$ cat config.mk
export PLATFORM = sky130hd
export DESIGN_NAME = zoned_alarm_panel_controller_core_flat
export DESIGN_NICKNAME = d
export VERILOG_FILES = /design/src/design/zap_pkg.sv /design/src/design/zap_in_if.sv /design/src/design/zap_out_if.sv /design/src/design/zap_step.sv /design/src/design/zoned_alarm_panel_controller_core.sv /design/src/flat_wrapper.sv
export SDC_FILE = /design/constraint.sdc
export NUM_CORES = 1
export LEC_CHECK = 0
export ABC_CLOCK_PERIOD_IN_PS = 8300
export BUFFER_PORTS_ARGS = -buffer_cell sky130_fd_sc_hd__buf_2
export CAP_MARGIN = 20
export CORE_AREA = 5 5 115 117
export CTS_BUF_LIST = sky130_fd_sc_hd__clkbuf_2 sky130_fd_sc_hd__clkbuf_4 sky130_fd_sc_hd__clkbuf_8
export DETAILED_ROUTE_END_ITERATION = 6
export DIE_AREA = 0 0 120 122
export PLACE_DENSITY = 0.5
export SYNTH_ARGS = -nofsm -noshare
export SYNTH_HDL_FRONTEND = slang
export SYNTH_SLANG_ARGS = --single-unit
$ cat constraint.sdc
create_clock -name i_clk -period 8.3 [get_ports i_clk]
set_clock_uncertainty 0.15 [all_clocks]
set_input_delay 0 -clock i_clk [delete_from_list [all_inputs] [get_ports i_clk]]
set_output_delay 0 -clock i_clk [all_outputs]
set_load 0.01 [all_outputs]
$ cat src/design/zap_pkg.sv
// types, codes and constants shared by the zoned alarm panel files
package zap_pkg;

    localparam int OUT_ZONES = 3;   // zones visible in masks and breach reports

    typedef logic [1:0]         t_op;
    typedef logic signed [2:0]  t_zone_code;
    typedef logic [1:0]         t_mode;
    typedef logic [1:0]         t_zstate;
    typedef logic [3:0]         t_event;
    typedef logic [1:0]         t_cred;
    typedef logic [15:0]        t_ticks;
    typedef logic [OUT_ZONES-1:0] t_mask;

    localparam t_op OP_TICK   = 2'd0;
    localparam t_op OP_CODE   = 2'd1;
    localparam t_op OP_TAG    = 2'd2;
    localparam t_op OP_BREACH = 2'd3;

    localparam t_mode MODE_DISARMED  = 2'd0;
    localparam t_mode MODE_ARMED     = 2'd1;
    localparam t_mode MODE_TRIGGERED = 2'd2;

    localparam t_zstate ZS_DISARMED  = 2'd0;
    localparam t_zstate ZS_ARMED     = 2'd1;
    localparam t_zstate ZS_TRIGGERED = 2'd2;

    localparam t_event EV_NONE        = 4'd0;
    localparam t_event EV_CODE_DENIED = 4'd1;
    localparam t_event EV_CODE_OK     = 4'd2;
    localparam t_event EV_TAG_REJECT  = 4'd3;
    localparam t_event EV_TIMEOUT     = 4'd4;
    localparam t_event EV_ARMED       = 4'd5;
    localparam t_event EV_ZONE_DISARM = 4'd6;
    localparam t_event EV_SYS_DISARM  = 4'd7;
    localparam t_event EV_BREACH      = 4'd8;
    localparam t_event EV_ALARM_CLEAR = 4'd9;

    localparam t_cred  CRED_MASTER     = 2'd0;
    localparam t_ticks TICKS_MAX       = 16'hFFFF;
    localparam t_ticks TIMEOUT_DEFAULT = 16'd10000;

    typedef struct packed {
        t_op        operation;
        t_zone_code code_zone;
        t_zone_code tag_zone;
        t_mask      breach_mask;
    } t_item;

    // control state apart from the per-zone states
    typedef struct packed {
        t_mode  mode;
        logic   awaiting;
        t_cred  cred;
        t_ticks count;
    } t_ctl;

    typedef struct packed {
        t_mode  system_mode;
        t_mask  armed_mask;
        t_mask  alarm_mask;
        logic   awaiting_tag;
        t_event event_code;
    } t_result;

endpackage

$ cat src/design/zap_in_if.sv
// event channel: valid/ready handshake with the event fields
interface zap_in_if;
    import zap_pkg::*;

    logic       valid;
    logic       ready;
    t_op        operation;
    t_zone_code code_zone;
    t_zone_code tag_zone;
    t_mask      breach_mask;

    modport source (output valid, output operation, output code_zone, output tag_zone,
                    output breach_mask, input ready);
    modport sink   (input valid, input operation, input code_zone, input tag_zone,
                    input breach_mask, output ready);
endinterface

$ cat src/design/zap_out_if.sv
// result channel: valid/ready handshake with the status fields
interface zap_out_if;
    import zap_pkg::*;

    logic   valid;
    logic   ready;
    t_mode  system_mode;
    t_mask  armed_mask;
    t_mask  alarm_mask;
    logic   awaiting_tag;
    t_event event_code;

    modport source (output valid, output system_mode, output armed_mask, output alarm_mask,
                    output awaiting_tag, output event_code, input ready);
    modport sink   (input valid, input system_mode, input armed_mask, input alarm_mask,
                    input awaiting_tag, input event_code, output ready);
endinterface

$ cat src/design/zap_step.sv
// next-state and status logic for one panel event
module zap_step #(
    parameter int ZONE_COUNT = 3
) (
    input  zap_pkg::t_item   i_item,
    input  zap_pkg::t_ctl    i_ctl,
    input  zap_pkg::t_zstate i_zone [ZONE_COUNT],
    input  zap_pkg::t_ticks  i_timeout,
    output zap_pkg::t_ctl    o_ctl,
    output zap_pkg::t_zstate o_zone [ZONE_COUNT],
    output zap_pkg::t_result o_result
);
    import zap_pkg::*;

    localparam int         VIS_ZONES = (ZONE_COUNT < OUT_ZONES) ? ZONE_COUNT : OUT_ZONES;
    localparam logic [3:0] ZC4       = 4'(ZONE_COUNT);

    logic [3:0]            code_u4;
    logic [3:0]            cred_u4;
    logic [ZONE_COUNT-1:0] sel;
    logic                  code_ok;
    logic                  code_trig;
    logic                  sel_armed;
    logic                  trig_other;
    logic                  armed_other;
    logic                  cred_valid;
    logic                  found;
    logic                  go_dis;
    t_ticks                cnt_inc;
    t_event                ev;

    always_comb begin
        code_u4     = {2'b00, i_item.code_zone[1:0]};
        cred_u4     = {2'b00, i_ctl.cred};
        code_trig   = 1'b0;
        sel_armed   = 1'b0;
        trig_other  = 1'b0;
        armed_other = 1'b0;
        for (int i = 0; i < ZONE_COUNT; i++) begin
            sel[i] = (cred_u4 == 4'(i + 1));
            if (code_u4 == 4'(i + 1) && i_zone[i] == ZS_TRIGGERED) code_trig = 1'b1;
            if (sel[i] && i_zone[i] == ZS_ARMED) sel_armed = 1'b1;
            if (!sel[i] && i_zone[i] == ZS_TRIGGERED) trig_other = 1'b1;
            if (!sel[i] && i_zone[i] == ZS_ARMED) armed_other = 1'b1;
        end
        cred_valid = (i_ctl.cred == CRED_MASTER) || (cred_u4 <= ZC4);
        code_ok    = !i_item.code_zone[2] && (code_u4 <= ZC4);
        if (code_ok && i_item.code_zone[1:0] != 2'd0 && i_ctl.mode == MODE_TRIGGERED)
            code_ok = code_trig;
        cnt_inc = (i_ctl.count == TICKS_MAX) ? i_ctl.count : i_ctl.count + 16'd1;

        o_ctl  = i_ctl;
        o_zone = i_zone;
        ev     = EV_NONE;
        go_dis = 1'b0;
        found  = 1'b0;

        case (i_item.operation)
            OP_TICK: begin
                if (i_ctl.awaiting) begin
                    o_ctl.count = cnt_inc;
                    if (cnt_inc >= i_timeout) begin
                        o_ctl.awaiting = 1'b0;
                        o_ctl.count    = '0;
                        ev             = EV_TIMEOUT;
                    end
                end
            end
            OP_CODE: begin
                if (!i_ctl.awaiting) begin
                    if (code_ok) begin
                        o_ctl.cred     = i_item.code_zone[1:0];
                        o_ctl.awaiting = 1'b1;
                        o_ctl.count    = '0;
                        ev             = EV_CODE_OK;
                    end else begin
                        ev = EV_CODE_DENIED;
                    end
                end
            end
            OP_TAG: begin
                if (i_ctl.awaiting) begin
                    o_ctl.awaiting = 1'b0;
                    o_ctl.count    = '0;
                    if (i_item.tag_zone != t_zone_code'({1'b0, i_ctl.cred}) || !cred_valid) begin
                        ev = EV_TAG_REJECT;
                    end else if (i_ctl.mode == MODE_TRIGGERED) begin
                        if (i_ctl.cred == CRED_MASTER || !trig_other) begin
                            go_dis = 1'b1;
                            ev     = EV_SYS_DISARM;
                        end else begin
                            for (int i = 0; i < ZONE_COUNT; i++)
                                if (sel[i]) o_zone[i] = ZS_DISARMED;
                            ev = EV_ALARM_CLEAR;
                        end
                    end else if (i_ctl.mode == MODE_ARMED) begin
                        if (i_ctl.cred == CRED_MASTER || (sel_armed && !armed_other)) begin
                            go_dis = 1'b1;
                            ev     = EV_SYS_DISARM;
                        end else if (sel_armed) begin
                            for (int i = 0; i < ZONE_COUNT; i++)
                                if (sel[i]) o_zone[i] = ZS_DISARMED;
                            ev = EV_ZONE_DISARM;
                        end else begin
                            for (int i = 0; i < ZONE_COUNT; i++)
                                if (sel[i]) o_zone[i] = ZS_ARMED;
                            ev = EV_ARMED;
                        end
                    end else begin
                        for (int i = 0; i < ZONE_COUNT; i++)
                            if (sel[i] || i_ctl.cred == CRED_MASTER) o_zone[i] = ZS_ARMED;
                        o_ctl.mode = MODE_ARMED;
                        ev         = EV_ARMED;
                    end
                end
            end
            OP_BREACH: begin
                if (i_ctl.mode == MODE_ARMED || i_ctl.mode == MODE_TRIGGERED) begin
                    // lowest armed zone with its sensor bit set
                    for (int i = 0; i < VIS_ZONES; i++) begin
                        if (!found && i_zone[i] == ZS_ARMED && i_item.breach_mask[i]) begin
                            o_zone[i] = ZS_TRIGGERED;
                            found     = 1'b1;
                        end
                    end
                    if (found) begin
                        o_ctl.mode     = MODE_TRIGGERED;
                        o_ctl.awaiting = 1'b0;
                        o_ctl.count    = '0;
                        ev             = EV_BREACH;
                    end
                end
            end
            default: ev = EV_NONE;
        endcase

        if (go_dis) begin
            o_ctl.mode = MODE_DISARMED;
            for (int i = 0; i < ZONE_COUNT; i++) o_zone[i] = ZS_DISARMED;
        end

        o_result.system_mode  = o_ctl.mode;
        o_result.armed_mask   = '0;
        o_result.alarm_mask   = '0;
        for (int i = 0; i < VIS_ZONES; i++) begin
            o_result.armed_mask[i] = (o_zone[i] == ZS_ARMED);
            o_result.alarm_mask[i] = (o_zone[i] == ZS_TRIGGERED);
        end
        o_result.awaiting_tag = o_ctl.awaiting;
        o_result.event_code   = ev;
    end

endmodule

$ cat src/design/zoned_alarm_panel_controller_core.sv
// top level of the zoned alarm panel controller: registers, handshakes, config
// The panel takes one event per transfer on i_in (tick, code submitted, tag
// scanned or breach report) and returns exactly one status result per event
// on o_out: system mode, armed and alarm masks for zones one to three, the
// awaiting-tag flag and an event code. An event is captured in an input
// register, the whole state update is combinational logic, and the result
// lands in an output register; one event per cycle is sustained while o_out
// keeps taking transfers, and the state update loop sets that rate. The tag
// timeout register is written through i_cfg_wr_en / i_cfg_wr_data and should
// only be changed while no event is in flight.
module zoned_alarm_panel_controller_core #(
    parameter int ZONE_COUNT = 3
) (
    input  logic            i_clk,
    input  logic            i_rst_n,
    zap_in_if.sink          i_in,
    zap_out_if.source       o_out,
    input  logic            i_cfg_wr_en,
    input  zap_pkg::t_ticks i_cfg_wr_data
);
    import zap_pkg::*;

    // input stage
    logic    r_s1_valid;
    t_item   r_s1_item;
    // panel state
    t_ctl    r_ctl;
    t_zstate r_zone [ZONE_COUNT];
    t_ticks  r_timeout;
    // result stage
    logic    r_out_valid;
    t_result r_out;

    t_ctl    n_ctl;
    t_zstate n_zone [ZONE_COUNT];
    t_result n_out;
    logic    s1_adv;

    // stage 1 moves on when the result register is empty or being drained
    assign s1_adv     = r_s1_valid && (!r_out_valid || o_out.ready);
    assign i_in.ready = !r_s1_valid || s1_adv;

    zap_step #(
        .ZONE_COUNT (ZONE_COUNT)
    ) u_step (
        .i_item    (r_s1_item),
        .i_ctl     (r_ctl),
        .i_zone    (r_zone),
        .i_timeout (r_timeout),
        .o_ctl     (n_ctl),
        .o_zone    (n_zone),
        .o_result  (n_out)
    );

    // input register
    always_ff @(posedge i_clk) begin
        if (!i_rst_n) begin
            r_s1_valid <= 1'b0;
        end else if (i_in.ready) begin
            r_s1_valid <= i_in.valid;
        end
    end

    always_ff @(posedge i_clk) begin
        if (i_in.valid && i_in.ready) begin
            r_s1_item.operation   <= i_in.operation;
            r_s1_item.code_zone   <= i_in.code_zone;
            r_s1_item.tag_zone    <= i_in.tag_zone;
            r_s1_item.breach_mask <= i_in.breach_mask;
        end
    end

    // panel state commits together with the result
    always_ff @(posedge i_clk) begin
        if (!i_rst_n) begin
            r_ctl.mode     <= MODE_DISARMED;
            r_ctl.awaiting <= 1'b0;
            r_ctl.cred     <= CRED_MASTER;
            r_ctl.count    <= '0;
            for (int i = 0; i < ZONE_COUNT; i++) r_zone[i] <= ZS_DISARMED;
        end else if (s1_adv) begin
            r_ctl  <= n_ctl;
            r_zone <= n_zone;
        end
    end

    // tag timeout register
    always_ff @(posedge i_clk) begin
        if (!i_rst_n) begin
            r_timeout <= TIMEOUT_DEFAULT;
        end else if (i_cfg_wr_en) begin
            r_timeout <= i_cfg_wr_data;
        end
    end

    // result register
    always_ff @(posedge i_clk) begin
        if (!i_rst_n) begin
            r_out_valid <= 1'b0;
        end else if (s1_adv) begin
            r_out_valid <= 1'b1;
        end else if (o_out.ready) begin
            r_out_valid <= 1'b0;
        end
    end

    always_ff @(posedge i_clk) begin
        if (s1_adv) begin
            r_out <= n_out;
        end
    end

    assign o_out.valid        = r_out_valid;
    assign o_out.system_mode  = r_out.system_mode;
    assign o_out.armed_mask   = r_out.armed_mask;
    assign o_out.alarm_mask   = r_out.alarm_mask;
    assign o_out.awaiting_tag = r_out.awaiting_tag;
    assign o_out.event_code   = r_out.event_code;

endmodule
$ cat src/flat_wrapper.sv
// flat-port wrapper written by rule: the top's interface ports become plain ports
module zoned_alarm_panel_controller_core_flat import zap_pkg::*;
#(
    parameter int ZONE_COUNT = 3
)
  (i_clk, i_rst_n, i_cfg_wr_en, i_cfg_wr_data, i_in_valid, i_in_operation, i_in_code_zone, i_in_tag_zone, i_in_breach_mask, i_in_ready, o_out_valid, o_out_system_mode, o_out_armed_mask, o_out_alarm_mask, o_out_awaiting_tag, o_out_event_code, o_out_ready);
  zap_in_if i_in_i ();
  zap_out_if o_out_i ();
  input  logic i_clk;
  input  logic i_rst_n;
  input  logic i_cfg_wr_en;
  input  zap_pkg::t_ticks i_cfg_wr_data;
  input wire logic [$bits(i_in_i.valid)-1:0] i_in_valid;
  input wire logic [$bits(i_in_i.operation)-1:0] i_in_operation;
  input wire logic [$bits(i_in_i.code_zone)-1:0] i_in_code_zone;
  input wire logic [$bits(i_in_i.tag_zone)-1:0] i_in_tag_zone;
  input wire logic [$bits(i_in_i.breach_mask)-1:0] i_in_breach_mask;
  output wire logic [$bits(i_in_i.ready)-1:0] i_in_ready;
  output wire logic [$bits(o_out_i.valid)-1:0] o_out_valid;
  output wire logic [$bits(o_out_i.system_mode)-1:0] o_out_system_mode;
  output wire logic [$bits(o_out_i.armed_mask)-1:0] o_out_armed_mask;
  output wire logic [$bits(o_out_i.alarm_mask)-1:0] o_out_alarm_mask;
  output wire logic [$bits(o_out_i.awaiting_tag)-1:0] o_out_awaiting_tag;
  output wire logic [$bits(o_out_i.event_code)-1:0] o_out_event_code;
  input wire logic [$bits(o_out_i.ready)-1:0] o_out_ready;
  assign i_in_i.valid = i_in_valid;
  assign i_in_i.operation = i_in_operation;
  assign i_in_i.code_zone = i_in_code_zone;
  assign i_in_i.tag_zone = i_in_tag_zone;
  assign i_in_i.breach_mask = i_in_breach_mask;
  assign i_in_ready = i_in_i.ready;
  assign o_out_valid = o_out_i.valid;
  assign o_out_system_mode = o_out_i.system_mode;
  assign o_out_armed_mask = o_out_i.armed_mask;
  assign o_out_alarm_mask = o_out_i.alarm_mask;
  assign o_out_awaiting_tag = o_out_i.awaiting_tag;
  assign o_out_event_code = o_out_i.event_code;
  assign o_out_i.ready = o_out_ready;
  zoned_alarm_panel_controller_core #(.ZONE_COUNT(ZONE_COUNT)) u_core (.i_clk(i_clk), .i_rst_n(i_rst_n), .i_in(i_in_i), .o_out(o_out_i), .i_cfg_wr_en(i_cfg_wr_en), .i_cfg_wr_data(i_cfg_wr_data));
endmodule
After elaboration in Yosys (flattened, before gate mapping)
Cells that the tools add are included.
- register bits: 69
- bits of input ports: 32
- output and inout bits: 15
- logic and storage cells: 186
- $add $sub $neg: 1
- magnitude comparators: 1
- equality and inequality tests: 31
- muxes and demuxes: 87
- bitwise operators: 1
- reduce and logical (&&, ||, !) cells: 46
- operators with widths (operator ; count):
    2-to-1 mux 16 bit ; 6
    case mux 16 bit (4 select lines) ; 1
    2-to-1 mux 6 bit ; 9
    2-to-1 mux 19 bit ; 2
    2-to-1 mux 2 bit ; 19
    2-to-1 mux 1 bit ; 33
    2-to-1 mux 4 bit ; 8
    == test 2 bit (second input constant) ; 13
    logical AND 1 bit ; 22
    == test 2 x 1 -> 1 bit (second input constant) ; 10
    adder 16 x 1 -> 16 bit (second input constant) ; 1
    == test 16 bit (second input constant) ; 1
    >= comparator 16 bit ; 1
    case mux 4 bit (4 select lines) ; 1
    2-to-1 mux 3 bit ; 5
    case mux 6 bit (2 select lines) ; 1
    logical NOT 1 bit ; 10
    logical OR 1 bit ; 8
    inequality test 2 bit (second input constant) ; 4
    AND reduction 7 bit ; 1
    logical NOT 2 bit ; 2
    inequality test 2 x 1 -> 1 bit (second input constant) ; 2
    case mux 1 bit (4 select lines) ; 1
    case mux 2 bit (2 select lines) ; 1
    4 further kinds ; 5

Logic depth before layout (Yosys ltp)
- depth in word-level cells: 21
- gate-level depth with buffers: 15
- mapped depth without buffers: 13

By module
From an unflattened synthesis, not the netlist that was laid out.
- cells, all modules: 531
- area, all modules: 4715.8 um2
- by module, submodules not included (module ; times used ; cells each ; area an instance (um2) ; seq. area each (um2)):
    zoned_alarm_panel_controller_core ; 1 ; 202 ; 2484.9 ; 1621.6
    zap_step ; 1 ; 329 ; 2230.9 ; 0.0

Worst setup path after synthesis
Ideal clock, no wire load.
- kind: reg-to-reg
- from: register u_core.r_ctl[2] (netlist bit)
- to: register u_core.r_ctl[3] (netlist bit)
- library setup time: 0.092 ns
- data arrival time: 3.097 ns
- data required time: 8.058 ns
- setup slack: 4.961 ns
- cell stages (with the launch flop): 15
- buffers on the path: 2
- clock period less this slack: 3.339 ns
- cells stage by stage: dfxtp_1 -> and3_1 -> buf_4 -> nand4_4 -> nor3_4 -> nand3_1 -> mux2_4 -> ha_1 -> nand2_1 -> nor2_1 -> a211oi_1 -> and2_1 -> clkbuf_1 -> nand2_1 -> o32ai_1
- cells in the longest elaborated chain, start to end: 6
- elaborated cells between the ends (all ways): 7
- classes of those cells: add/sub (1); order compare (1); eq/ne (1); mux (4)
- ends and longest elaborated chain (what ; RTL line ; source):
    from (decl) ; zoned_alarm_panel_controller_core.sv:27 ; t_ctl r_ctl;
    from (signal assigned) ; zoned_alarm_panel_controller_core.sv:82 ; r_ctl <= n_ctl;
    adder 16 x 1 -> 16 bit or == test 16 bit (tied branches) ; zap_step.sv:50 ; cnt_inc = (i_ctl.count == TICKS_MAX) ? i_ctl.count : i_ctl.count + 16'd1;
    2-to-1 mux 16 bit (*) ; zap_step.sv:50 ;
    >= comparator 16 bit ; zap_step.sv:62 ; if (cnt_inc >= i_timeout) begin
    2-to-1 mux 16 bit (*) ; zap_step.sv:62 ;
    2-to-1 mux 16 bit (*) ; zap_step.sv:60 ; if (i_ctl.awaiting) begin
    case mux 16 bit (4 select lines) (*) ; zap_step.sv:58 ; case (i_item.operation)
Every way passes the cells marked *; elsewhere a longest branch is shown, timed or not. The select of a mux whose other input is x is not followed.
A chain may end at the register's enable or synchronous reset.

==> impl_metrics.toml <==
[outcome]
status = "complete, no violations"

[global_routing]
grt_overflow_total = 0
antenna_found_initial = 0
grt_pass1_wl_um = 18600
grt_max_degree = 28
grt_pass1_vias = 3677
track_usage = 0.158

[clock_tree]
clockBufferDepth = 2
cts_setup_buffers = 0
cts_buffers = 9
clock_latency_ns = 0.35
cts_hold_buf = 41
path_clk_slew_ns = 0.08
ctsResizeCount = 0
numClockSinks = 69
clockRootBuffer = "clkbuf_8"
htreeDepth = 3
cts_tree = "built"

[timing]
grt_setup_unrepaired = "false"
drv_slew = 0
worstMarginPinSlew_ns = 0.991
finalSetupViolCount = 0
timing.fmax_mhz = 228
period_needed_ns = 4.39
hold_viol = 0
slew_headroom = 0.340
fin_crit_sh = 0.529
setup_ws_ns = 3.91
tns_ns = 0

[floorplan]
initial_utilization = 0.347
die_h_um = 122
dieArea_um2 = 14600
die_w_um = 120
rows = 41
pin_count = 47
core_um2 = 12300

[setup_path]
critPathArrivalTime_ns = 4.34
cp_cell_sequence = "nand4_2 > or3_1 > nor2_1 > nor3_1 > xnor2_1 > inv_1 > ha_1 > and3_1 > a221oi_1 > a21boi_0 > a311o_1 > nand2_1 > a32o_1"
crit_buf_inv = 1
setup.worst_path.start_class = "register"
crit_family = "compound AO/OA/AOI/OAI gates"
cpMaxStageDelayCell = "a311o_1"
worst-setup-path-type = "register to register"
cp.required_ns = 8.24
cp_max_fo = 24
cpPeakStageDelay_ns = 0.80
worstSetupEndpointType = "register"

[power]
seq_power_share = 0.495
p_leak_nw = 2.08
p_per_area_nw_per_um2 = 143
switchingPower_mw = 0.178
p_int_mw = 0.568
comb_power_share = 0.094
irDropWorstVdd_uv = 107
p_sw_frac = 0.239
pwr-share-clk = 0.411

[placement]
io_buffers = 46
placed_cell_area_um2 = 4570
place_congestion = 0.829
post-place-ws_ns = 4.06
dp_hpwl_um = 8060

[logic_synthesis]
ys_types = 73
synth_edf_count = 24
synthArstFlopShare = 0
synth.yosys.seq_area_share = 0.381
synth_warnings = 0
synth_top_cell_area_share = 0.212
ys.flop_type = "dfxtp_1"
yosysTopAreaCell = "dfxtp_1"
netlist_instances = 482
syn-num-nets = 539
synth.area.top_cells = "dfxtp_1 (21%), edfxtp_1 (17%), ha_1 (7.3%), nand2_1 (4.2%), nor2_1 (3.3%)"
synth_area_per_cell_um2 = 8.84
synth.cell_area_um2 = 4260
ys_ff_latch = 69

[routing]
ant_nets = 0
wire_per_inst_um = 15.8
dr.pass1.iters = 5
via_per_inst = 5.36
via_count = 3833
dr.first_iter.drc_count = 299
drc = 0
wl_um = 11300

[cells_and_area]
layout_commonest_cell = "nand2_1"
finish.net_count = 617
drive_gt1_frac = 0.147
fillers = 1222
layout_common_cells = "nand2_1 (48), buf_2 (46), dfxtp_1 (45), dlygate4sd3_1 (41), nor2_1 (38)"
design_area_um2 = 5200
n_antenna_cell = 0
area_growth_pct = 22.2

[min_path]
hold_path_class = "input pin to register"

[run]
drv_cap = 0
[final timing paths]
| path | from | to | slack (ns) | cells past startpoint |
|---|---|---|---|---|
| worst min register to register | u_core.r_ctl[1] | u_core.r_ctl[1] | 0.34 | 2 |
| worst min-delay path | i_cfg_wr_en | u_core.r_timeout[7] | 0.04 | 3 |
| worst max register to register | u_core.r_ctl[7] | u_core.o_out.event_code[2] | 3.91 | 13 |
| worst max-delay path | u_core.r_ctl[7] | u_core.o_out.event_code[2] | 3.91 | 13 |
[layer usage]
metal  global-route usage  vias to the layer above  share of wire
met5                    0                        -              0
met1                0.229                     1785           0.51
met4               0.0515                        0         0.0088
met2                0.242                      104           0.44
met3               0.0218                        7          0.044
li1                     -                     1937              -
[power groups by stage]
stage / combinational, mW / sequential, mW / clock (mW)
2_1_floorplan: 0.0363 / 0.375 / 0
3_3_place_gp: 0.0539 / 0.376 / 0
3_5_place_dp: 0.0549 / 0.377 / 0
4_1_cts: 0.0702 / 0.369 / 0.318
5_1_grt: 0.0791 / 0.371 / 0.328
6_report: 0.0703 / 0.369 / 0.307
[state kept, by name (all words and copies together) (netlist names)]
register and count:
u_core.r_s1_valid 1, u_core.o_out.alarm_mask 3, u_core.o_out.armed_mask 3, u_core.o_out.awaiting_tag 1, u_core.r_zone 6, u_core.o_out.system_mode 2
u_core.r_ctl 21, u_core.o_out.event_code 4, u_core.r_timeout 16, u_core.o_out.valid 1, u_core.r_s1_item 11
[per-stage QoR]
| stage | total power, mW | cells | utilization | hold WS (ns) |
|---|---|---|---|---|
| after floorplan | 0.411 | 482 | - | -0.0511 |
| after global placement | 0.430 | 657 | 0.373 | 0.0267 |
| after detailed placement | 0.432 | 657 | 0.373 | 0.0281 |
| after CTS | 0.757 | 714 | 0.424 | 0.0140 |
| after global routing | 0.778 | 715 | 0.424 | 0.0574 |
| final | 0.746 | 715 | 0.424 | 0.0408 |
[final cells by class]
type,count,area (µm²),area share
clock buffer,10,131,0.0252
clock inverter,6,87.6,0.0168
inverter,33,124,0.0238
multi-input combinational,359,2410,0.462
sequential,69,1620,0.312
tap,150,188,0.0361
timing repair buffer,88,646,0.124
[worst reg2reg max path: stages (launching register included)]
cell      delay, ns
dfxtp_1        0.47
nand4_2        0.23
or3_1          0.50
nor2_1         0.19
nor3_1         0.08
xnor2_1        0.21
inv_1          0.07
ha_1           0.31
and3_1         0.19
a221oi_1       0.31
a21boi_0       0.22
a311o_1        0.80
nand2_1        0.12
a32o_1         0.28
[cell usage after synthesis (all sizes together) (7+ instances only)]
| master | number |
|---|---|
| and3 | 11 |
| o211ai | 7 |
| nand2 | 49 |
| ha | 25 |
| edfxtp | 24 |
| o21ai | 18 |
| nor3 | 12 |
| dfxtp | 45 |
| nand3 | 23 |
| a31oi | 21 |
| mux2i | 14 |
| xnor2 | 8 |
| nor2b | 9 |
| inv | 31 |
| nor2 | 38 |
| nand4 | 12 |
| nand2b | 9 |
| buf | 14 |
| a21oi | 20 |
| clkbuf | 7 |
[kinds of logic after synthesis]
| group | after synthesis | share of synthesized area |
|---|---|---|
| multiplexers | 17 | 0.0417 |
| AO/OA/AOI/OAI | 108 | 0.172 |
| XOR/XNOR | 11 | 0.0226 |
| buffers and inverters | 54 | 0.0543 |
| flip-flops | 69 | 0.381 |
| adder cells (fa/ha/maj) | 25 | 0.0734 |
| AND/OR/NAND/NOR | 198 | 0.255 |
Power figures use the tool's default switching activity.
